<file path="config.mk">
export PLATFORM = sky130hd
export DESIGN_NAME = vie_ctrl
export DESIGN_NICKNAME = d
export VERILOG_FILES = /design/src/rtl/core/vie_pkg.sv /design/src/rtl/core/vie_ctrl.sv
export SDC_FILE = /design/constraint.sdc
export NUM_CORES = 1
export LEC_CHECK = 0
export BUFFER_PORTS_ARGS = -buffer_cell sky130_fd_sc_hd__buf_2
export CAP_MARGIN = 15
export CORE_AREA = 2 2 39 41
export DETAILED_ROUTE_END_ITERATION = 6
export DIE_AREA = 0 0 41 43
export GPL_TIMING_DRIVEN = 0
export PLACE_DENSITY_LB_ADDON = 0.25
export SYNTH_ARGS = -nofsm -noshare
export SYNTH_HDL_FRONTEND = slang
export SYNTH_SLANG_ARGS = --single-unit
</file>
<file path="constraint.sdc">
create_clock -name aclk -period 1.3 [get_ports aclk]
set_clock_uncertainty 0.1 [all_clocks]
set_input_delay 0.065 -clock aclk [delete_from_list [all_inputs] [get_ports aclk]]
set_output_delay 0.065 -clock aclk [all_outputs]
set_load 0.02 [all_outputs]
</file>
<file path="src/rtl/core/vie_pkg.sv">
// Shared types, constants and arithmetic helpers for the velocity estimate filter.
// Used by every module of the block; depends on nothing else.
package vie_pkg;

    localparam int unsigned DATA_W   = 32;
    localparam int unsigned SRC_W    = 33;
    localparam int unsigned MUL_W    = 33;
    localparam int unsigned PROD_W   = 66;
    localparam int unsigned ACC_W    = 60;
    localparam int unsigned MAX_AXES = 3;
    localparam int unsigned IN_W     = 96;
    localparam int unsigned OUT_W    = 192;
    localparam int unsigned PADDR_W  = 3;

    // Unit codes held in the units register.
    localparam logic [1:0] UNITS_MM = 2'd0;
    localparam logic [1:0] UNITS_CM = 2'd1;
    localparam logic [1:0] UNITS_DM = 2'd2;
    localparam logic [1:0] UNITS_M  = 2'd3;

    // Register index of the units register (byte address 4 * index).
    localparam logic REG_UNITS = 1'b0;

    // Filter coefficients over the common denominator of ten million.
    localparam logic signed [MUL_W-1:0] COEF_R_OUTER = 33'sd2196;
    localparam logic signed [MUL_W-1:0] COEF_R_INNER = 33'sd6588;
    localparam logic signed [MUL_W-1:0] COEF_F1      = 33'sd27488000;
    localparam logic signed [MUL_W-1:0] COEF_F2      = -33'sd25282000;
    localparam logic signed [MUL_W-1:0] COEF_F3      = 33'sd7776000;

    // Division of the filter sum by ten million: reciprocal estimate then fix-up.
    localparam logic signed [MUL_W-1:0] DIV_DEN   = 33'sd10000000;
    localparam logic signed [MUL_W-1:0] DIV_MAGIC = 33'sd3602879701;
    localparam logic [ACC_W-1:0]        DIV_HALF  = 60'd5000000;
    localparam int unsigned             DIV_SAT_BIT = 55;
    localparam int unsigned             DIV_HI_LSB  = 24;
    localparam int unsigned             DIV_Q_LSB   = 31;
    localparam int unsigned             REM_W       = 27;
    localparam logic [REM_W-1:0] REM_1 = 27'd10000000;
    localparam logic [REM_W-1:0] REM_2 = 27'd20000000;
    localparam logic [REM_W-1:0] REM_3 = 27'd30000000;
    localparam logic [REM_W-1:0] REM_4 = 27'd40000000;

    localparam logic [DATA_W-1:0] S32_MAX = 32'h7FFF_FFFF;
    localparam logic [DATA_W-1:0] S32_MIN = 32'h8000_0000;

    typedef enum logic [3:0] {
        STEP_IDLE,
        STEP_POS_MUL,
        STEP_POS_FIN,
        STEP_RAW,
        STEP_MAC_RS,
        STEP_MAC_R01,
        STEP_MAC_F0,
        STEP_MAC_F1,
        STEP_MAC_F2,
        STEP_ACC_END,
        STEP_DIV_EST,
        STEP_DIV_BACK,
        STEP_DIV_FIX,
        STEP_OUT
    } vie_step_t;

    typedef struct packed {
        vie_step_t  step;
        logic       load;
        logic [1:0] units;
    } vie_ctrl_t;

    // Reciprocal of the unit divisor, used as (x * magic) >> shift.
    function automatic logic signed [MUL_W-1:0] pos_magic(input logic [1:0] u);
        logic signed [MUL_W-1:0] m;
        case (u)
            UNITS_CM: m = 33'sd3435973837;
            UNITS_DM: m = 33'sd1374389535;
            UNITS_M:  m = 33'sd274877907;
            default:  m = '0;
        endcase
        return m;
    endfunction

    // Half the unit divisor, added to the magnitude for round-half-away.
    function automatic logic [DATA_W-1:0] pos_half(input logic [1:0] u);
        logic [DATA_W-1:0] h;
        case (u)
            UNITS_CM: h = 32'd5;
            UNITS_DM: h = 32'd50;
            UNITS_M:  h = 32'd500;
            default:  h = 32'd0;
        endcase
        return h;
    endfunction

    function automatic logic [DATA_W-1:0] sat32(input logic signed [63:0] v);
        logic [DATA_W-1:0] r;
        if (v > 64'sd2147483647) begin
            r = S32_MAX;
        end else if (v < -64'sd2147483648) begin
            r = S32_MIN;
        end else begin
            r = v[DATA_W-1:0];
        end
        return r;
    endfunction

endpackage

</file>
<file path="src/rtl/core/vie_ctrl.sv">
// Step sequencer shared by all lanes of the velocity estimate filter.
// Drives the lane control struct and the output load; depends on vie_pkg.
module vie_ctrl (
    input  logic               aclk,
    input  logic               aresetn,
    input  logic               s_tvalid,
    output logic               s_tready,
    input  logic [1:0]         units,
    input  logic               out_free,
    output vie_pkg::vie_ctrl_t ctrl,
    output logic               out_load
);
    import vie_pkg::*;

    vie_step_t state_reg, state_next;

    always_ff @(posedge aclk) begin
        if (!aresetn) begin
            state_reg <= STEP_IDLE;
        end else begin
            state_reg <= state_next;
        end
    end

    always_comb begin
        state_next = state_reg;
        s_tready   = 1'b0;
        out_load   = 1'b0;
        case (state_reg)
            STEP_IDLE: begin
                s_tready = 1'b1;
                if (s_tvalid) begin
                    state_next = STEP_POS_MUL;
                end
            end
            STEP_POS_MUL:  state_next = STEP_POS_FIN;
            STEP_POS_FIN:  state_next = STEP_RAW;
            STEP_RAW:      state_next = STEP_MAC_RS;
            STEP_MAC_RS:   state_next = STEP_MAC_R01;
            STEP_MAC_R01:  state_next = STEP_MAC_F0;
            STEP_MAC_F0:   state_next = STEP_MAC_F1;
            STEP_MAC_F1:   state_next = STEP_MAC_F2;
            STEP_MAC_F2:   state_next = STEP_ACC_END;
            STEP_ACC_END:  state_next = STEP_DIV_EST;
            STEP_DIV_EST:  state_next = STEP_DIV_BACK;
            STEP_DIV_BACK: state_next = STEP_DIV_FIX;
            STEP_DIV_FIX:  state_next = STEP_OUT;
            STEP_OUT: begin
                if (out_free) begin
                    out_load   = 1'b1;
                    state_next = STEP_IDLE;
                end
            end
            default: state_next = STEP_IDLE;
        endcase
    end

    assign ctrl.step  = state_reg;
    assign ctrl.load  = s_tvalid && s_tready;
    assign ctrl.units = units;

`ifndef SYNTHESIS
    // Work only starts on an accepted item.
    assert property (@(posedge aclk) disable iff (!aresetn)
        (state_reg == STEP_POS_MUL) |-> $past(s_tvalid && s_tready))
        else $error("vie_ctrl: sequence started without an item");

    // A finished item waits while the output register is still occupied.
    assert property (@(posedge aclk) disable iff (!aresetn)
        (state_reg == STEP_OUT && !out_free) |=> (state_reg == STEP_OUT))
        else $error("vie_ctrl: result dropped under back-pressure");

    // Handing over the result frees the lanes for the next item.
    assert property (@(posedge aclk) disable iff (!aresetn)
        out_load |=> (state_reg == STEP_IDLE))
        else $error("vie_ctrl: lanes not released after output load");
`endif

endmodule

</file>
# Yosys cells after proc, flatten, opt, wreduce, memory -nomap -nowiden
# Cells that the tools add are included.
totals:
  out_inout_bits: 9
  register_bits: 4
  word_cells: 25
  input_bits: 6
classes:
  reduce_logical: 3
  eq_ne: 15
  muxes: 6
op_table:
  columns: ["cell", "n"]
  rows:
  - ["4-bit one-hot mux with 14 select lines", 1]
  - ["4-bit equality test, second input constant", 6]
  - ["4-bit by 3-bit equality test with 1-bit output, second input constant", 4]
  - ["4-bit by 2-bit equality test with 1-bit output, second input constant", 2]
  - ["4-bit 2-to-1 mux", 2]
  - ["4-bit by 1-bit equality test with 1-bit output, second input constant", 1]
  - ["4-bit zero test", 1]
  - ["2-bit != test, second input constant", 2]
  - ["1-bit 2-to-1 mux", 3]
  - ["2-bit AND reduction", 1]
  - ["1-bit logical AND", 1]

# Logic depth before layout (Yosys ltp)
# Gate-level depths: netlist (run 1).
logic_depth:
  depth_word: 3
  ltp_mapped: 4
  mapped_depth_nobuf: 3

# Worst setup path before layout (run 1)
# OpenSTA, ideal clock, no wires.
synth_path:
  path_kind: "register -> output"
  start: "register state_reg[1]"
  end: "output port ctrl[2] (netlist bit)"
  path_buffers: 1
  arrival_ns: 1.235
  t_required_ns: 1.135
  path_slack_ns: -0.100
  stages_incl_launch_ff: 4
  cell_sequence: "dfxtp_1 -> buf_6 -> nor4_4 -> and2_1"
synth_lines:
  columns: ["item", "line_no", "source"]
  rows:
  - ["start: declaration", "vie_ctrl.sv:15", "vie_step_t state_reg, state_next;"]
  - ["start signal: assignment", "vie_ctrl.sv:21", "state_reg <= state_next;"]
  - ["end: declaration", "vie_ctrl.sv:10", "output vie_pkg::vie_ctrl_t ctrl,"]

==> results.md, run 1 <==
* CP Launch Type: flop
* Clock buffer depth at 2
* Max-slew violations at 0
* Initial Util at 19.5%
* Worst hold stages at 2
* Hold Fails Final Rpt at 0
* Worst EP arrival at 1.15 ns
* Fmax achieved at 759 MHz
* Final instance area at 420 sq um
* Worst-path cell chain: nor4_4 > and2_4 > buf_6
* Worst r2r src: state_reg[1]$_SDFFE_PN0P_
* Mapped Area at 270 sq um
* CTS Sinks at 4
* Root buf cell: clkbuf_4
* Post-synth top cells: buf_4, dfxtp_1
* Pwr Density at 1080 nW/um^2
* Post-CTS Hold Buffers at 0
* Unrepaired setup endpoints after global routing: yes
* Layout cell share with drive strength beyond 1 at 57.1%
* Syn Area/Cell at 8.19 sq um
* Post-Route WL at 644 microns
* Slew @ Worst Pin at 0.201 ns
* VDD IR max at 251 uV
* Drt pass-1 iters at 4
* Crit path max fanout at 8
* Fin crit share at 101%
* Synth area leader: dfxtp_1
* CTS tree: yes
* Path depth of the worst reg2reg path at 5
* Post-synth EDFFs at 0
* H-tree lvl count at 1
* Clock latency reported for the late side of the worst-skew pair at 0.23 ns
* Clock period minus worst slack at 1.32 ns
* Final net count at 57
* Min-delay worst type: in2reg
* DR DRC count at 0
* GPL Wtd Cong at 0.755
* Cell Area, Placed at 360 sq um
* Largest net degree at the start of global routing at 12
* Failing checks: setup timing
* Worst hold path startpoint: aresetn
* FF+latch count, synth at 4
* Setup TNS Final at -0.0177 ns
* Post-Synthesis Cells at 33
* WP data required at 1.13 ns
* Die Ht at 43 microns
* First-pass GRT wire length at 1030 microns
* GRT Resource Usage Total at 8.43%
* Endpoints failing setup at 1
* Total core area at 1380 sq um
* Slowest-stage cell, CP: dfxtp_4
* Row count at 14
* Critical path type: reg2out
* Final core area utilization at 30.4%
* Die Width at 41 microns
* CP max stage delay at 0.36 ns
* I/O pins at 15
* Number of flip-flops under the largest register name at 4
* Post-place setup slack at 0.0844 ns
* Synth top area cells: dfxtp_1, buf_4, nor4_4, o211ai_1, buf_6
* CP Capture Type: primary output
* Gr ovfl total at 0
* Antenna violations before repair at 0
* Max-slew headroom at 86.5%
* Port bufs at 12
* Drt initial violations at 6
* CTS Buf Count at 3
* P_leak at 0.000188 uW
* Final ANT Viol Nets at 0
* Syn. warnings at 0
* Seq/Total Area, Yosys at 29.6%
* Die area at 1760 sq um
* CP startpoint: state_reg[3]$_SDFFE_PN0P_
* Mean number of vias per cell at 4.45
* Synth top area share at 29.6%
* Syn Nets at 39
* Final setup margin at -0.0177 ns
* Via Count at 289
* Status: finished with violations
* Async S/R FF share, synth at 0%
* Wirelength per Cell at 9.91 microns
* Diode count at 0
* Synth Flop Type: dfxtp_1
* Clock slew at reported path FFs at 0.04 ns
* Unique masters post-synth at 20
* Number of global-route vias before repair at 256
* Area Growth Syn to Fin at 55.6%
* Max-cap violations at 0
* Detailed Place HPWL at 446 microns
[final cells by class]
class / count / area, sq um
flip-flops and latches: 4 / 91.3
clock buffers: 3 / 22.5
plain buffers: 3 / 26.3
well taps: 16 / 20.0
inverters: 2 / 7.51
fillers: 151 / 963
multi-input cells: 21 / 150
repair buffers: 16 / 103
[repair_timing]
item	CTS	global route
setup buffers	1	3
resized for setup	4	5
pin swaps	2	3
endpoints found under the setup margin	3	4
[power by group]
group	internal [uW]	leakage [uW]	switching, uW	total, uW
registers	130	0.0000349	15.3	146
logic	79.9	0.000139	81.6	161
clock network	103	0.0000138	45.8	149
total	313	0.000188	143	456
[through the flow]
stage	total power, uW	instances	hold slack [ns]
floorplan	251	33	0.111
global placement	289	61	0.248
detailed placement	290	61	0.246
CTS	460	63	0.00709
global route	484	65	0.0206
finish	456	65	0.0206
[worst max-delay path, delay by kind of cell, from the launching register on]
family,cells,cell delay [ns]
and+or+nand+nor,2,0.46
DFF,1,0.36
buffers and inverters,1,0.11
[metal layers]
metal	routed length, microns	share of wire (%)	track usage [%]	vias to the layer above
met5	0	0	0	-
met2	313	49	11.6	11
met1	299	46	12.2	131
li1	-	-	-	147
met3	31	4.8	0	0
met4	0	0	6.00	0
[final timing paths]
path / end / slack (ns)
setup / recovery: ctrl[2] / -0.02
hold / removal: state_reg[3]$_SDFFE_PN0P_ / 0.02
setup reg to reg: state_reg[0]$_SDFFE_PN0P_ / 0.05
hold reg to reg: state_reg[3]$_SDFFE_PN0P_ / 0.46
[cell families (layout without fill, tap and decap cells)]
kind of cell / after synthesis / count (layout) / synth area share [%]
and+or+nand+nor: 12 / 12 / 29.6
buffers and inverters: 8 / 24 / 19.9
DFF: 4 / 4 / 29.6
AOI/OAI and AO/OA: 8 / 8 / 17.6
xor gates and xnor gates: 1 / 1 / 3.24
[layout by cell type (no fill, tap or decap)]
master / Yosys / routed
buf_2: 1 / 10
buf_4: 4 / 6
buf_6: 1 / 3
clkbuf_4: 0 / 3
dfxtp_4: 0 / 3
nand2_1: 2 / 2
inv_1: 2 / 2
a21oi_1: 2 / 2
o21ai_0: 2 / 2
nand3_1: 2 / 2
o211ai_1: 2 / 2
nor4_4: 1 / 1
nor3_4: 0 / 1
and2_4: 0 / 1
nand4_1: 1 / 1
a21boi_0: 1 / 1
nor3_1: 2 / 1
o21ai_1: 1 / 1
and4_1: 1 / 1
nor2_1: 1 / 1
xor2_1: 1 / 1
and3_1: 1 / 1
dfxtp_1: 4 / 1
No activity file was read; power rests on OpenSTA's default activity.
==> run 2, diff against run 1 <==
Settings changed: BUFFER_PORTS_ARGS -buffer_cell sky130_fd_sc_hd__buf_2 to not set, DONT_BUFFER_PORTS set to 1.
Clock period 1.3 ns to 1.6 ns, I/O delays scaled along.
==> run 2 against run 1 <==
Against the previous run: the flow still finishes with violations (setup timing); sequential power fell by 15%; first-iteration DRC count is 83% lower; total power down 22%; critical path type unchanged.
==> results.md, run 2 (synthesis results as in run 1) <==
* Total core area at 1380 sq um (unchanged)
* Worst-path cell chain: buf_8 > nor4_4 > and2_4 (was nor4_4 > and2_4 > buf_6)
* Wirelength per Cell at 11.0 microns (was 9.91 microns)
* Endpoints failing setup at 1 (unchanged)
* Most frequent cells in the layout: buf_4, buf_6, clkbuf_4 (was buf_2, buf_4, buf_6, clkbuf_4, dfxtp_4)
* Max-slew violations at 0 (unchanged)
* Clock buffer depth at 2 (unchanged)
* Diode count at 0 (unchanged)
* Final net count at 49 (was 57)
* Die Width at 41 microns (unchanged)
* Root buf cell: clkbuf_4 (unchanged)
* Tot Pwr at 356 uW (was 456 uW)
* Fin crit share at 100%
* Via Count at 261 (was 289)
* DR DRC count at 0 (unchanged)
* Drt initial violations at 1 (was 6)
* Max-slew headroom at 71.9% (was 86.5%)
* CP max stage delay at 0.44 ns (was 0.36 ns)
* Failing checks: setup timing (unchanged)
* Status: finished with violations (unchanged)
* H-tree lvl count at 1 (unchanged)
* Slew @ Worst Pin at 0.418 ns (was 0.201 ns)
* Die area at 1760 sq um (unchanged)
* Antenna violations before repair at 0 (unchanged)
* Final setup margin at -0.00634 ns (was -0.0177 ns)
* Number of global-route vias before repair at 216 (was 256)
* Worst EP arrival at 1.43 ns (was 1.15 ns)
* Hold Fails Final Rpt at 0 (unchanged)
* CP startpoint: state_reg[0]$_SDFFE_PN0P_ (was state_reg[3]$_SDFFE_PN0P_)
* Initial Util at 19.5% (unchanged)
* Port bufs at 0 (was 12)
* Worst hold path startpoint: out_free (was aresetn)
* Mean number of vias per cell at 4.58 (was 4.45)
* Row count at 14 (unchanged)
* GPL Wtd Cong at 0.642 (was 0.755)
* Fmax achieved at 623 MHz
* Non-filler instance count after layout at 57 (was 65)
* CTS Buf Count at 3 (unchanged)
* Slowest-stage cell, CP: nor4_4 (was dfxtp_4)
* Fill count at 159 (was 151)
* Final ANT Viol Nets at 0 (unchanged)
* Flop2flop setup slack at 0.37 ns (was 0.05 ns)
* Detailed Place HPWL at 425 microns (was 446 microns)
* Placed Cells at 49 (was 61)
* Area Growth Syn to Fin at 44.0% (was 55.6%)
* CTS Sinks at 4 (unchanged)
* Min-delay worst type: in2reg (unchanged)
* WP data required at 1.42 ns (was 1.13 ns)
* Layout cell share with drive strength beyond 1 at 43.9% (was 57.1%)
* VDD IR max at 168 uV (was 251 uV)
* Most common cell after layout, fill and taps aside: buf_4 (was buf_2)
* P_leak at 0.000149 uW (was 0.000188 uW)
* Largest net degree at the start of global routing at 11 (was 12)
* Drt pass-1 iters at 2 (was 4)
* Pwr Density at 915 nW/um^2 (was 1080 nW/um^2)
* Post-Route WL at 625 microns (was 644 microns)
* Clock period minus worst slack at 1.61 ns
* Gr ovfl total at 0 (unchanged)
* First-pass GRT wire length at 931 microns (was 1030 microns)
* Crit path max fanout at 7 (was 8)
* Worst r2r src: state_reg[1]$_SDFFE_PN0P_ (unchanged)
* Unrepaired setup endpoints after global routing: yes (unchanged)
* Number of flip-flops under the largest register name at 4 (unchanged)
* CP Capture Type: primary output (unchanged)
* Max-cap violations at 0 (unchanged)
* CP Launch Type: flop (unchanged)
* Clock slew at reported path FFs at 0.04 ns (about the same)
* GRT Resource Usage Total at 8.40% (was 8.43%)
* I/O pins at 15 (unchanged)
* Clock latency reported for the late side of the worst-skew pair at 0.23 ns (about the same)
* CTS tree: yes (unchanged)
* Die Ht at 43 microns (unchanged)
* Critical path type: reg2out (unchanged)
-- run 2: cell count changes in the layout (fill, tap and decap cells not counted), sizes merged --
cell | before | now
buf | 19 | 9
dlygate4sd3 | 0 | 2
-- run 2: cell type report --
type                       instances  area [sq um]  share of cell area, %
clock buffer                       3          22.5                   5.79
timing repair buffer               5          42.5                   10.9
multi-input combinational         21           144                   37.0
sequential                         4          88.8                   22.8
buffer                             6          63.8                   16.4
tap                               16          20.0                   5.14
inverter                           2          7.51                   1.93
-- run 2: final timing paths --
| path | endpoint | cells past startpoint |
|---|---|---|
| setup / recovery | ctrl[2] | 3 |
| hold reg to reg | state_reg[3]$_SDFFE_PN0P_ | 3 |
| hold / removal | state_reg[3]$_SDFFE_PN0P_ | 3 |
| setup reg to reg | state_reg[0]$_SDFFE_PN0P_ | 4 |
-- run 2: power breakdown --
group          internal [uW]  total [uW]  switching, uW
Combinational           55.0         110           55.1
Clock                   83.7         122           38.4
Sequential               107         124           16.6
-- run 2: routing by layer --
layer  vias up  GRT usage [%]  share of wire, %
met2        13           10.9                52
li1        129              -                 -
met3         0           5.76                11
met1       119           8.25                37
met5         -              0                 0
met4         0           8.00                 0
-- run 2: stage by stage --
step	worst slack, ns	TNS, ns	hold WS (ns)	instance area, sq um	util [%]
after global routing	-0.0913	-0.0913	0.113	389	28.1
after global placement	0.125	0	0.132	290	21.0
final	-0.00634	-0.00634	0.0939	389	28.1
after CTS	-0.0378	-0.0378	0.0590	362	26.1
after floorplan	0.185	0	0.126	270	-
after detailed placement	0.128	0	0.134	290	21.0
-- run 2: worst max-delay path: cells and delay by family, from the launching register on --
family | cells | cell delay, ns
buffers and inverters | 1 | 0.13
DFF | 1 | 0.36
and+or+nand+nor | 2 | 0.69
-- run 2: repair_timing --
item / CTS / global route
endpoints found under the setup margin: 2 / 2
pin swaps: 2 / 2
gates resized for setup: 9 / 4
setup buffers: 1 / 2
hold buffers: 2 / 0
hold endpoints to repair: 4 / 0
