<file path="config.mk">
export PLATFORM = sky130hd
export DESIGN_NAME = vie_lane
export DESIGN_NICKNAME = d
export VERILOG_FILES = /design/src/rtl/core/vie_pkg.sv /design/src/rtl/core/vie_lane.sv
export SDC_FILE = /design/constraint.sdc
export NUM_CORES = 2
export LEC_CHECK = 0
export BUFFER_PORTS_ARGS = -buffer_cell sky130_fd_sc_hd__buf_2
export CAP_MARGIN = 5
export CELL_PAD_IN_SITES_DETAIL_PLACEMENT = 2
export CELL_PAD_IN_SITES_GLOBAL_PLACEMENT = 2
export CORE_MARGIN = 2
export CORE_UTILIZATION = 45
export DETAILED_ROUTE_END_ITERATION = 8
export PLACE_DENSITY = 0.95
export SLEW_MARGIN = 20
export SYNTH_ARGS = -nofsm -noshare
export SYNTH_HDL_FRONTEND = slang
export SYNTH_SLANG_ARGS = --single-unit
</file>
<file path="constraint.sdc">
create_clock -name aclk -period 35.9 [get_ports aclk]
set_input_delay 0 -clock aclk [delete_from_list [all_inputs] [get_ports aclk]]
set_output_delay 0 -clock aclk [all_outputs]
set_load 0.1 [all_outputs]
</file>
<file path="src/rtl/core/vie_pkg.sv">
// Shared types, constants and arithmetic helpers for the velocity estimate filter.
// Used by every module of the block; depends on nothing else.
package vie_pkg;

    localparam int unsigned DATA_W   = 32;
    localparam int unsigned SRC_W    = 33;
    localparam int unsigned MUL_W    = 33;
    localparam int unsigned PROD_W   = 66;
    localparam int unsigned ACC_W    = 60;
    localparam int unsigned MAX_AXES = 3;
    localparam int unsigned IN_W     = 96;
    localparam int unsigned OUT_W    = 192;
    localparam int unsigned PADDR_W  = 3;

    // Unit codes held in the units register.
    localparam logic [1:0] UNITS_MM = 2'd0;
    localparam logic [1:0] UNITS_CM = 2'd1;
    localparam logic [1:0] UNITS_DM = 2'd2;
    localparam logic [1:0] UNITS_M  = 2'd3;

    // Register index of the units register (byte address 4 * index).
    localparam logic REG_UNITS = 1'b0;

    // Filter coefficients over the common denominator of ten million.
    localparam logic signed [MUL_W-1:0] COEF_R_OUTER = 33'sd2196;
    localparam logic signed [MUL_W-1:0] COEF_R_INNER = 33'sd6588;
    localparam logic signed [MUL_W-1:0] COEF_F1      = 33'sd27488000;
    localparam logic signed [MUL_W-1:0] COEF_F2      = -33'sd25282000;
    localparam logic signed [MUL_W-1:0] COEF_F3      = 33'sd7776000;

    // Division of the filter sum by ten million: reciprocal estimate then fix-up.
    localparam logic signed [MUL_W-1:0] DIV_DEN   = 33'sd10000000;
    localparam logic signed [MUL_W-1:0] DIV_MAGIC = 33'sd3602879701;
    localparam logic [ACC_W-1:0]        DIV_HALF  = 60'd5000000;
    localparam int unsigned             DIV_SAT_BIT = 55;
    localparam int unsigned             DIV_HI_LSB  = 24;
    localparam int unsigned             DIV_Q_LSB   = 31;
    localparam int unsigned             REM_W       = 27;
    localparam logic [REM_W-1:0] REM_1 = 27'd10000000;
    localparam logic [REM_W-1:0] REM_2 = 27'd20000000;
    localparam logic [REM_W-1:0] REM_3 = 27'd30000000;
    localparam logic [REM_W-1:0] REM_4 = 27'd40000000;

    localparam logic [DATA_W-1:0] S32_MAX = 32'h7FFF_FFFF;
    localparam logic [DATA_W-1:0] S32_MIN = 32'h8000_0000;

    typedef enum logic [3:0] {
        STEP_IDLE,
        STEP_POS_MUL,
        STEP_POS_FIN,
        STEP_RAW,
        STEP_MAC_RS,
        STEP_MAC_R01,
        STEP_MAC_F0,
        STEP_MAC_F1,
        STEP_MAC_F2,
        STEP_ACC_END,
        STEP_DIV_EST,
        STEP_DIV_BACK,
        STEP_DIV_FIX,
        STEP_OUT
    } vie_step_t;

    typedef struct packed {
        vie_step_t  step;
        logic       load;
        logic [1:0] units;
    } vie_ctrl_t;

    // Reciprocal of the unit divisor, used as (x * magic) >> shift.
    function automatic logic signed [MUL_W-1:0] pos_magic(input logic [1:0] u);
        logic signed [MUL_W-1:0] m;
        case (u)
            UNITS_CM: m = 33'sd3435973837;
            UNITS_DM: m = 33'sd1374389535;
            UNITS_M:  m = 33'sd274877907;
            default:  m = '0;
        endcase
        return m;
    endfunction

    // Half the unit divisor, added to the magnitude for round-half-away.
    function automatic logic [DATA_W-1:0] pos_half(input logic [1:0] u);
        logic [DATA_W-1:0] h;
        case (u)
            UNITS_CM: h = 32'd5;
            UNITS_DM: h = 32'd50;
            UNITS_M:  h = 32'd500;
            default:  h = 32'd0;
        endcase
        return h;
    endfunction

    function automatic logic [DATA_W-1:0] sat32(input logic signed [63:0] v);
        logic [DATA_W-1:0] r;
        if (v > 64'sd2147483647) begin
            r = S32_MAX;
        end else if (v < -64'sd2147483648) begin
            r = S32_MIN;
        end else begin
            r = v[DATA_W-1:0];
        end
        return r;
    endfunction

endpackage

</file>
<file path="src/rtl/core/vie_lane.sv">
// One axis of the velocity estimator: position scaling, backward difference and IIR.
// Holds the axis histories and a shared 33x33 multiplier; depends on vie_pkg.
module vie_lane (
    input  logic                            aclk,
    input  logic                            aresetn,
    input  vie_pkg::vie_ctrl_t              ctrl,
    input  logic signed [vie_pkg::SRC_W-1:0] src,
    output logic [vie_pkg::DATA_W-1:0]      pos_o,
    output logic [vie_pkg::DATA_W-1:0]      vel_o
);
    import vie_pkg::*;

    logic signed [SRC_W-1:0]  src_reg;
    logic signed [PROD_W-1:0] prod_reg;
    logic signed [ACC_W-1:0]  acc_reg;
    logic [DATA_W-1:0]        pos_reg;
    logic [DATA_W-1:0]        raw_reg;
    logic [DATA_W-1:0]        vel_reg;
    logic [DATA_W-1:0]        qest_reg;
    logic [REM_W-1:0]         alow_reg;
    logic                     neg_reg;
    logic                     big_reg;
    logic [DATA_W-1:0]        ph0_reg, ph1_reg;
    logic [DATA_W-1:0]        rh0_reg, rh1_reg, rh2_reg;
    logic [DATA_W-1:0]        fh0_reg, fh1_reg, fh2_reg;

    logic signed [MUL_W-1:0]  mul_a, mul_b;
    logic signed [PROD_W-1:0] prod_next;

    logic                     src_neg;
    logic [SRC_W-1:0]         src_mag;
    logic [DATA_W-1:0]        pos_x;
    logic [DATA_W-1:0]        pos_q;
    logic signed [SRC_W-1:0]  pos_s;
    logic [DATA_W-1:0]        pos_val;

    logic signed [35:0]       p36, ph0_36, ph1_36, diff;
    logic signed [44:0]       d45, raw45;
    logic [DATA_W-1:0]        raw_val;

    logic [ACC_W-1:0]         acc_mag;
    logic [ACC_W-1:0]         a_rnd;
    logic                     big_next;
    logic [DIV_SAT_BIT-DIV_HI_LSB-1:0] a_hi;
    logic [DATA_W-1:0]        qest;
    logic [REM_W-1:0]         rem;
    logic [2:0]               fix_cnt;
    logic [SRC_W-1:0]         q_fix;
    logic [SRC_W-1:0]         q_neg;
    logic [DATA_W-1:0]        vel_val;

    assign prod_next = mul_a * mul_b;

    // Position: magnitude plus half the divisor, then a reciprocal multiply.
    assign src_neg = src_reg[SRC_W-1];
    assign src_mag = src_neg ? $unsigned(-src_reg) : $unsigned(src_reg);
    assign pos_x   = src_mag[DATA_W-1:0] + pos_half(ctrl.units);

    always_comb begin
        case (ctrl.units)
            UNITS_CM: pos_q = {1'b0, prod_reg[65:35]};
            UNITS_DM: pos_q = {3'b0, prod_reg[65:37]};
            UNITS_M:  pos_q = {4'b0, prod_reg[65:38]};
            default:  pos_q = pos_x;
        endcase
    end

    assign pos_s   = src_neg ? -$signed({1'b0, pos_q}) : $signed({1'b0, pos_q});
    assign pos_val = sat32({{31{pos_s[SRC_W-1]}}, pos_s});

    // Raw velocity (3p - 4p1 + p2) * 500, the constant built from shifts.
    assign p36    = {{4{pos_reg[DATA_W-1]}}, pos_reg};
    assign ph0_36 = {{4{ph0_reg[DATA_W-1]}}, ph0_reg};
    assign ph1_36 = {{4{ph1_reg[DATA_W-1]}}, ph1_reg};
    assign diff   = (p36 <<< 1) + p36 - (ph0_36 <<< 2) + ph1_36;
    assign d45    = {{9{diff[35]}}, diff};
    assign raw45  = (d45 <<< 9) - (d45 <<< 3) - (d45 <<< 2);
    assign raw_val = sat32({{19{raw45[44]}}, raw45});

    // Filter sum divided by ten million, rounded half away from zero.
    assign acc_mag  = acc_reg[ACC_W-1] ? $unsigned(-acc_reg) : $unsigned(acc_reg);
    assign a_rnd    = acc_mag + DIV_HALF;
    assign big_next = |a_rnd[ACC_W-1:DIV_SAT_BIT];
    assign a_hi     = a_rnd[DIV_SAT_BIT-1:DIV_HI_LSB];
    assign qest     = prod_reg[DIV_Q_LSB+DATA_W-1:DIV_Q_LSB];
    assign rem      = alow_reg - prod_reg[REM_W-1:0];
    assign fix_cnt  = 3'(rem >= REM_1) + 3'(rem >= REM_2) + 3'(rem >= REM_3)
                    + 3'(rem >= REM_4);
    assign q_fix    = {1'b0, qest_reg} + {30'b0, fix_cnt};
    assign q_neg    = -q_fix;

    always_comb begin
        if (big_reg) begin
            vel_val = neg_reg ? S32_MIN : S32_MAX;
        end else if (neg_reg) begin
            vel_val = (q_fix > 33'h0_8000_0000) ? S32_MIN : q_neg[DATA_W-1:0];
        end else begin
            vel_val = (q_fix > 33'h0_7FFF_FFFF) ? S32_MAX : q_fix[DATA_W-1:0];
        end
    end

    // Multiplier operand selection per step.
    always_comb begin
        mul_a = '0;
        mul_b = '0;
        case (ctrl.step)
            STEP_POS_MUL: begin
                mul_a = $signed({1'b0, pos_x});
                mul_b = pos_magic(ctrl.units);
            end
            STEP_MAC_RS: begin
                mul_a = $signed({raw_reg[DATA_W-1], raw_reg})
                      + $signed({rh2_reg[DATA_W-1], rh2_reg});
                mul_b = COEF_R_OUTER;
            end
            STEP_MAC_R01: begin
                mul_a = $signed({rh0_reg[DATA_W-1], rh0_reg})
                      + $signed({rh1_reg[DATA_W-1], rh1_reg});
                mul_b = COEF_R_INNER;
            end
            STEP_MAC_F0: begin
                mul_a = $signed({fh0_reg[DATA_W-1], fh0_reg});
                mul_b = COEF_F1;
            end
            STEP_MAC_F1: begin
                mul_a = $signed({fh1_reg[DATA_W-1], fh1_reg});
                mul_b = COEF_F2;
            end
            STEP_MAC_F2: begin
                mul_a = $signed({fh2_reg[DATA_W-1], fh2_reg});
                mul_b = COEF_F3;
            end
            STEP_DIV_EST: begin
                mul_a = $signed({2'b0, a_hi});
                mul_b = DIV_MAGIC;
            end
            STEP_DIV_BACK: begin
                mul_a = $signed({1'b0, qest});
                mul_b = DIV_DEN;
            end
            default: begin
                mul_a = '0;
                mul_b = '0;
            end
        endcase
    end

    // Datapath registers.
    always_ff @(posedge aclk) begin
        prod_reg <= prod_next;
        case (ctrl.step)
            STEP_IDLE: begin
                if (ctrl.load) begin
                    src_reg <= src;
                end
            end
            STEP_POS_FIN:  pos_reg <= pos_val;
            STEP_RAW:      raw_reg <= raw_val;
            STEP_MAC_R01:  acc_reg <= prod_reg[ACC_W-1:0];
            STEP_MAC_F0,
            STEP_MAC_F1,
            STEP_MAC_F2,
            STEP_ACC_END:  acc_reg <= acc_reg + prod_reg[ACC_W-1:0];
            STEP_DIV_EST: begin
                neg_reg  <= acc_reg[ACC_W-1];
                big_reg  <= big_next;
                alow_reg <= a_rnd[REM_W-1:0];
            end
            STEP_DIV_BACK: qest_reg <= qest;
            STEP_DIV_FIX:  vel_reg  <= vel_val;
            default: ;
        endcase
    end

    // Histories are shifted once per item, when the filtered value is known.
    always_ff @(posedge aclk) begin
        if (!aresetn) begin
            ph0_reg <= '0;
            ph1_reg <= '0;
            rh0_reg <= '0;
            rh1_reg <= '0;
            rh2_reg <= '0;
            fh0_reg <= '0;
            fh1_reg <= '0;
            fh2_reg <= '0;
        end else if (ctrl.step == STEP_DIV_FIX) begin
            ph1_reg <= ph0_reg;
            ph0_reg <= pos_reg;
            rh2_reg <= rh1_reg;
            rh1_reg <= rh0_reg;
            rh0_reg <= raw_reg;
            fh2_reg <= fh1_reg;
            fh1_reg <= fh0_reg;
            fh0_reg <= vel_val;
        end
    end

    assign pos_o = pos_reg;
    assign vel_o = vel_reg;

`ifndef SYNTHESIS
    // The quotient estimate is never more than three short of the true quotient.
    assert property (@(posedge aclk) disable iff (!aresetn)
        (ctrl.step == STEP_DIV_FIX && !big_reg) |-> (rem < REM_4))
        else $error("vie_lane: division fix-up out of range");

    // The scaled estimate fits in 32 bits once saturation has been ruled out.
    assert property (@(posedge aclk) disable iff (!aresetn)
        (ctrl.step == STEP_DIV_BACK) |-> (prod_reg[PROD_W-1:DIV_Q_LSB+DATA_W] == '0))
        else $error("vie_lane: quotient estimate overflow");

    // A scaled position magnitude never exceeds two to the 31.
    assert property (@(posedge aclk) disable iff (!aresetn)
        (ctrl.step == STEP_POS_FIN) |-> (pos_q <= 32'h8000_0000))
        else $error("vie_lane: position quotient out of range");
`endif

endmodule

</file>
==> flow_summary_export.csv, run 1 <==
group,metric,value,unit
place,placedCellCount,11565,
cts,numCtsBuffers,76,
place,dp_hpwl,340000,um
run_status,haltStage,"5_1_grt",
place,portBuffers,105,
logic_synthesis,synth_compound_area_share,15.2,%
logic_synthesis,synth_edf_count,249,
logic_synthesis,synthAdderAreaFrac,37.9,%
logic_synthesis,avgSynthCellArea,8.67,um2
grt,grt_max_degree,141,
run_status,outcome,"did not finish",
logic_synthesis,ys_async_sr_fraction,0,%
logic_synthesis,ys_seq_elements,568,
logic_synthesis,synth_xor_area_share,5.20,%
logic_synthesis,netlist_instances,9384,
logic_synthesis,ys_seq_area_share,17.0,%
cts,cts.sink_count,568,
grt,grt_overflow_total,266,
cts,cts_htree_levels,3,
grt,grtUsageTotal,71.1,%
logic_synthesis,syn-cell-area,81400,um2
cts,clock_path_buffers,3,
logic_synthesis,ys_warn_count,0,
logic_synthesis,synthFlopType,"dfxtp_1",
floorplan,die_h,429,um
floorplan,rows,156,
floorplan,ios,106,
floorplan,fp.dieW,429,um
cts,cts_setup_buffers,0,
logic_synthesis,synth-simple-area-share,15.3,%
place,place_congestion,1.04,
floorplan,start_util,45.2,%
run_status,tool.error,"[ERROR GRT-0232] Routing congestion too high. Check the congestion heatmap in the GUI.",
logic_synthesis,synth_top_family_by_area,"adder cells",
logic_synthesis,synthMuxAreaShare,0.343,%
logic_synthesis,netlist-cell-type-count,96,
cts,root_buffer,"clkbuf_16",
cells by family after synthesis:
logic type,count (synthesis)
simple gates,2792
fa+ha+maj,1720
mux,27
buf+inv,1942
xor+xnor,480
other cells,2
compound gates,1853
flops,568
metrics by stage:
stage	area (um2)	setup slack, ps
floorplan	81400	23390
global placement	84500	21150
detailed placement	84600	20050
CTS	87800	19300
Yosys cell counts (13+ instances only):
library cell  number  area share (%)
o21bai_1          61            0.56
or4_1             27            0.25
nand3b_1          14            0.13
o41ai_1           26            0.28
xnor2_1          288             3.1
a211o_1           27            0.29
nor3_1            97            0.60
a41oi_1           16            0.17
or2_2             56            0.43
and3_1            50            0.38
or3_1             55            0.42
a21oi_1          473             2.9
clkbuf_1         384             1.8
a221oi_1          22            0.24
a21boi_0         241             2.2
edfxtp_1         249             9.2
nand3_1          124            0.76
a2111oi_0         21            0.23
buf_1             25            0.12
mux2i_1           20            0.25
nand2_1         1253             5.8
nand2b_1          98            0.75
dfxtp_1          319             7.8
and2_1            53            0.41
a21o_1           181             1.7
o21a_1            45            0.42
a22oi_1           21            0.19
nor2b_1           42            0.32
inv_1           1505             6.9
xor2_1           190             2.0
nor2_1           747             3.4
a211oi_1          45            0.42
ha_1             479             7.4
buf_2             20            0.12
nand4_1           58            0.45
o21ai_0          327             2.0
fa_1            1241              31
a222oi_1          52            0.64
o31a_1            13            0.14
nor4_1            50            0.38
and4_1            17            0.18
o211ai_1          20            0.18
o31ai_1           48            0.44
a31oi_1           55            0.42
per-layer routing:
metal  global-route usage (%)  overflow
met1                     67.5         4
met2                     89.6       112
met3                     55.1         8
met4                     75.3       139
met5                     31.6         3
repair_timing:
action	in CTS
hold endpoints to repair	88
resized for setup	0
hold buffers	66
==> run 2: changes to the inputs <==
CELL_PAD_IN_SITES_DETAIL_PLACEMENT = not set   (was 2)
CELL_PAD_IN_SITES_GLOBAL_PLACEMENT = not set   (was 2)
CORE_UTILIZATION = 30   (was 45)
PLACE_DENSITY = not set   (was 0.95)
PLACE_DENSITY_LB_ADDON = 0.15   (was not set)
==> flow_summary_export.csv, run 2 <==
group,metric,value,unit
setup_path,reg2reg_depth,39,
cts,cts_tree,"done",
floorplan,rows,191,
hold_path,holdPathStages,3,
power,switchingPower,3.33,mW
logic_synthesis,netlist-cell-type-count,96,
timing,relSlewSlack,20.3,%
timing,setup_ws,20830,ps
floorplan,core_area,270000,um2
timing,slew_viol_final,0,
grt,grt_overflow_total,0,
run,cap_violations,0,
cts,cts.sink_count,568,
routing,vias_per_cell,5.22,
timing,finalCriticalPeriod,15070,ps
routing,first_pass_iters,9,
logic_synthesis,synth_xor_area_share,5.20,%
setup_path,worstPathArrival,15660,ps
power,p_per_area,67.9,nW/um2
cts,clk_latency,750,ps
final_layout,final_cell_mix,"inv_1 (1503), nand2_1 (1252), fa_1 (1240)",
logic_synthesis,synth_top_cell_by_area,"fa_1",
logic_synthesis,synth-simple-area-share,15.3,%
timing,rsz0062_at_grt,"no",
routing,wl,328000,um
power,swShare,54.6,%
timing,setup_violations,0,
cts,numCtsBuffers,76,
logic_synthesis,synthAdderAreaFrac,37.9,%
grt,grtUsageTotal,23.7,%
final_layout,multi_input_area,60500,um2
routing,dr.first_iter.drc_count,5881,
floorplan,start_util,30.1,%
setup_path,max_stage_delay,830,ps
routing,drcViolationCount,3,
final_layout,synthToLayoutAreaGrowth,10.2,%
routing,vias,67933,
grt,grt_pass1_wl,482000,um
logic_synthesis,netlist_instances,9384,
hold_path,hp-class,"in2reg",
logic_synthesis,synthFlopType,"dfxtp_1",
final_layout,register_area,13900,um2
place,portBuffers,105,
logic_synthesis,synth_top_family_by_area,"adder cells",
power,leakage,40.3,nW
power,power_frac_seq,15.5,%
final_layout,final_cells,13010,
cts,root_buffer,"clkbuf_16",
cts,clock_path_buffers,3,
timing,final_hold_viol_count,0,
logic_synthesis,syn-cell-area,81400,um2
setup_path,path_class,"reg2reg",
logic_synthesis,synth.most_common_cell,"inv_1",
place,place_congestion,0.962,
logic_synthesis,ys_seq_elements,568,
grt,grt_max_degree,118,
timing,max_freq,0.0663,GHz
place,placedCellCount,12786,
setup_path,cp-end-kind,"register",
floorplan,ios,106,
place,dp_hpwl,266000,um
run_status,violations,"design-rule violations",
logic_synthesis,synth_compound_area_share,15.2,%
power,p_int,2.76,mW
timing,worst_pin_slew,1190,ps
logic_synthesis,ys_async_sr_fraction,0,%
cts,path_clk_slew,60,ps
grt,antenna_found_initial,15,
routing,wire_per_inst,25.2,um
logic_synthesis,ys_warn_count,0,
final_layout,final_common_cell,"inv_1",
logic_synthesis,ys_top_cells_by_count,"inv_1 (1505), nand2_1 (1253), fa_1 (1241)",
final_layout,drive_gt1_share,5.79,%
logic_synthesis,synthMuxAreaShare,0.343,%
logic_synthesis,avgSynthCellArea,8.67,um2
setup_path,cp_common_cell,"fa_1",
logic_synthesis,synthTopCellsByArea,"fa_1 (31%), edfxtp_1 (9.2%), dfxtp_1 (7.8%)",
run_status,outcome,"complete, but fails checks",
final_layout,fillers,28159,
grt,grt_pass1_vias,69032,
setup_path,worstPathMaxFanout,15,
floorplan,die_h,525,um
logic_synthesis,synth_edf_count,249,
logic_synthesis,ys_seq_area_share,17.0,%
timing,layout_worst_path_cycle_share,42.0,%
place,post-place-ws,21100,ps
floorplan,fp.dieW,525,um
power,power_frac_clock,14.0,%
cts,cts_setup_buffers,0,
setup_path,crit_path_start_kind,"register",
floorplan,die_area,275000,um2
power,power_frac_comb,70.5,%
logic_synthesis,synth_top_area_share,30.5,%
setup_path,crit_required,36480,ps
final_layout,largest_reg_flops,66,
cts,cts_htree_levels,3,
power,power,6.09,mW
timing,fin_skew,95.4,ps
power,vdd_drop_max,0.120,mV
final_layout,final_nets,11123,
setup_path,slowest_stage,"nand4_1",
timing,fin_tns_setup,0,ps
routing,drtAntennaViolNets,0,
run 2: final cells by class:
type / instances / share of cell area (%)
repair buffers: 328 / 2.66
clock buffers: 91 / 2.26
flip-flops and latches: 568 / 15.5
diodes: 17 / 0.0474
inverters: 1507 / 6.32
clock inverters: 49 / 0.781
multi-input cells: 6880 / 67.5
well taps: 3570 / 4.98
run 2: cell families after synthesis:
logic type	count (synthesis)
AND/OR/NAND/NOR	2792
buffers and inverters	1942
adder cells (fa/ha/maj)	1720
flip-flops	568
other	2
AO/OA/AOI/OAI	1853
multiplexers	27
XOR/XNOR	480
run 2: metal layers:
metal / vias up / part of all wire [%] / GRT usage, %
met3: 535 / 6.2 / 3.54
met1: 34439 / 42 / 31.0
met4: 6 / 5.6 / 11.5
met2: 2369 / 46 / 38.1
met5: - / 0.013 / 0
li1: 30584 / - / -
run 2: repair_timing:
item | in CTS | in global routing
resized for setup | 0 | 0
hold buffers | 67 | 0
hold endpoints to repair | 116 | 0
run 2: power by group through the flow:
stage	Clock [mW]	Combinational, mW	Sequential [mW]
5_1_grt	0.896	4.69	0.944
4_1_cts	0.873	4.32	0.941
3_3_place_gp	0	4.30	0.954
6_report	0.852	4.29	0.942
2_1_floorplan	0	2.76	0.871
3_5_place_dp	0	4.29	0.954
run 2: final timing paths:
path                from           end  slack [ps]
min reg2reg  rh1_reg[29]   rh2_reg[29]         470
min              ctrl[5]    raw_reg[1]         200
max           acc_reg[2]  prod_reg[64]       20830
max reg2reg   acc_reg[2]  prod_reg[64]       20830
run 2: worst max-delay path: cells and delay by family, from the launching register on:
family,cells,cell delay (ps)
compound gates,7,2520
xor+xnor,2,410
fa+ha+maj,9,4410
buf+inv,5,570
flops,1,490
simple gates,16,6490
run 2: per-stage QoR:
step	util (%)	hold slack (ps)	area, um2
floorplan	-	98.9	81400
global placement	31.9	176	86200
detailed placement	31.9	178	86200
CTS	33.2	140	89600
global route	33.2	188	89600
finish	33.2	198	89700
(Power assumes the default switching activity.)
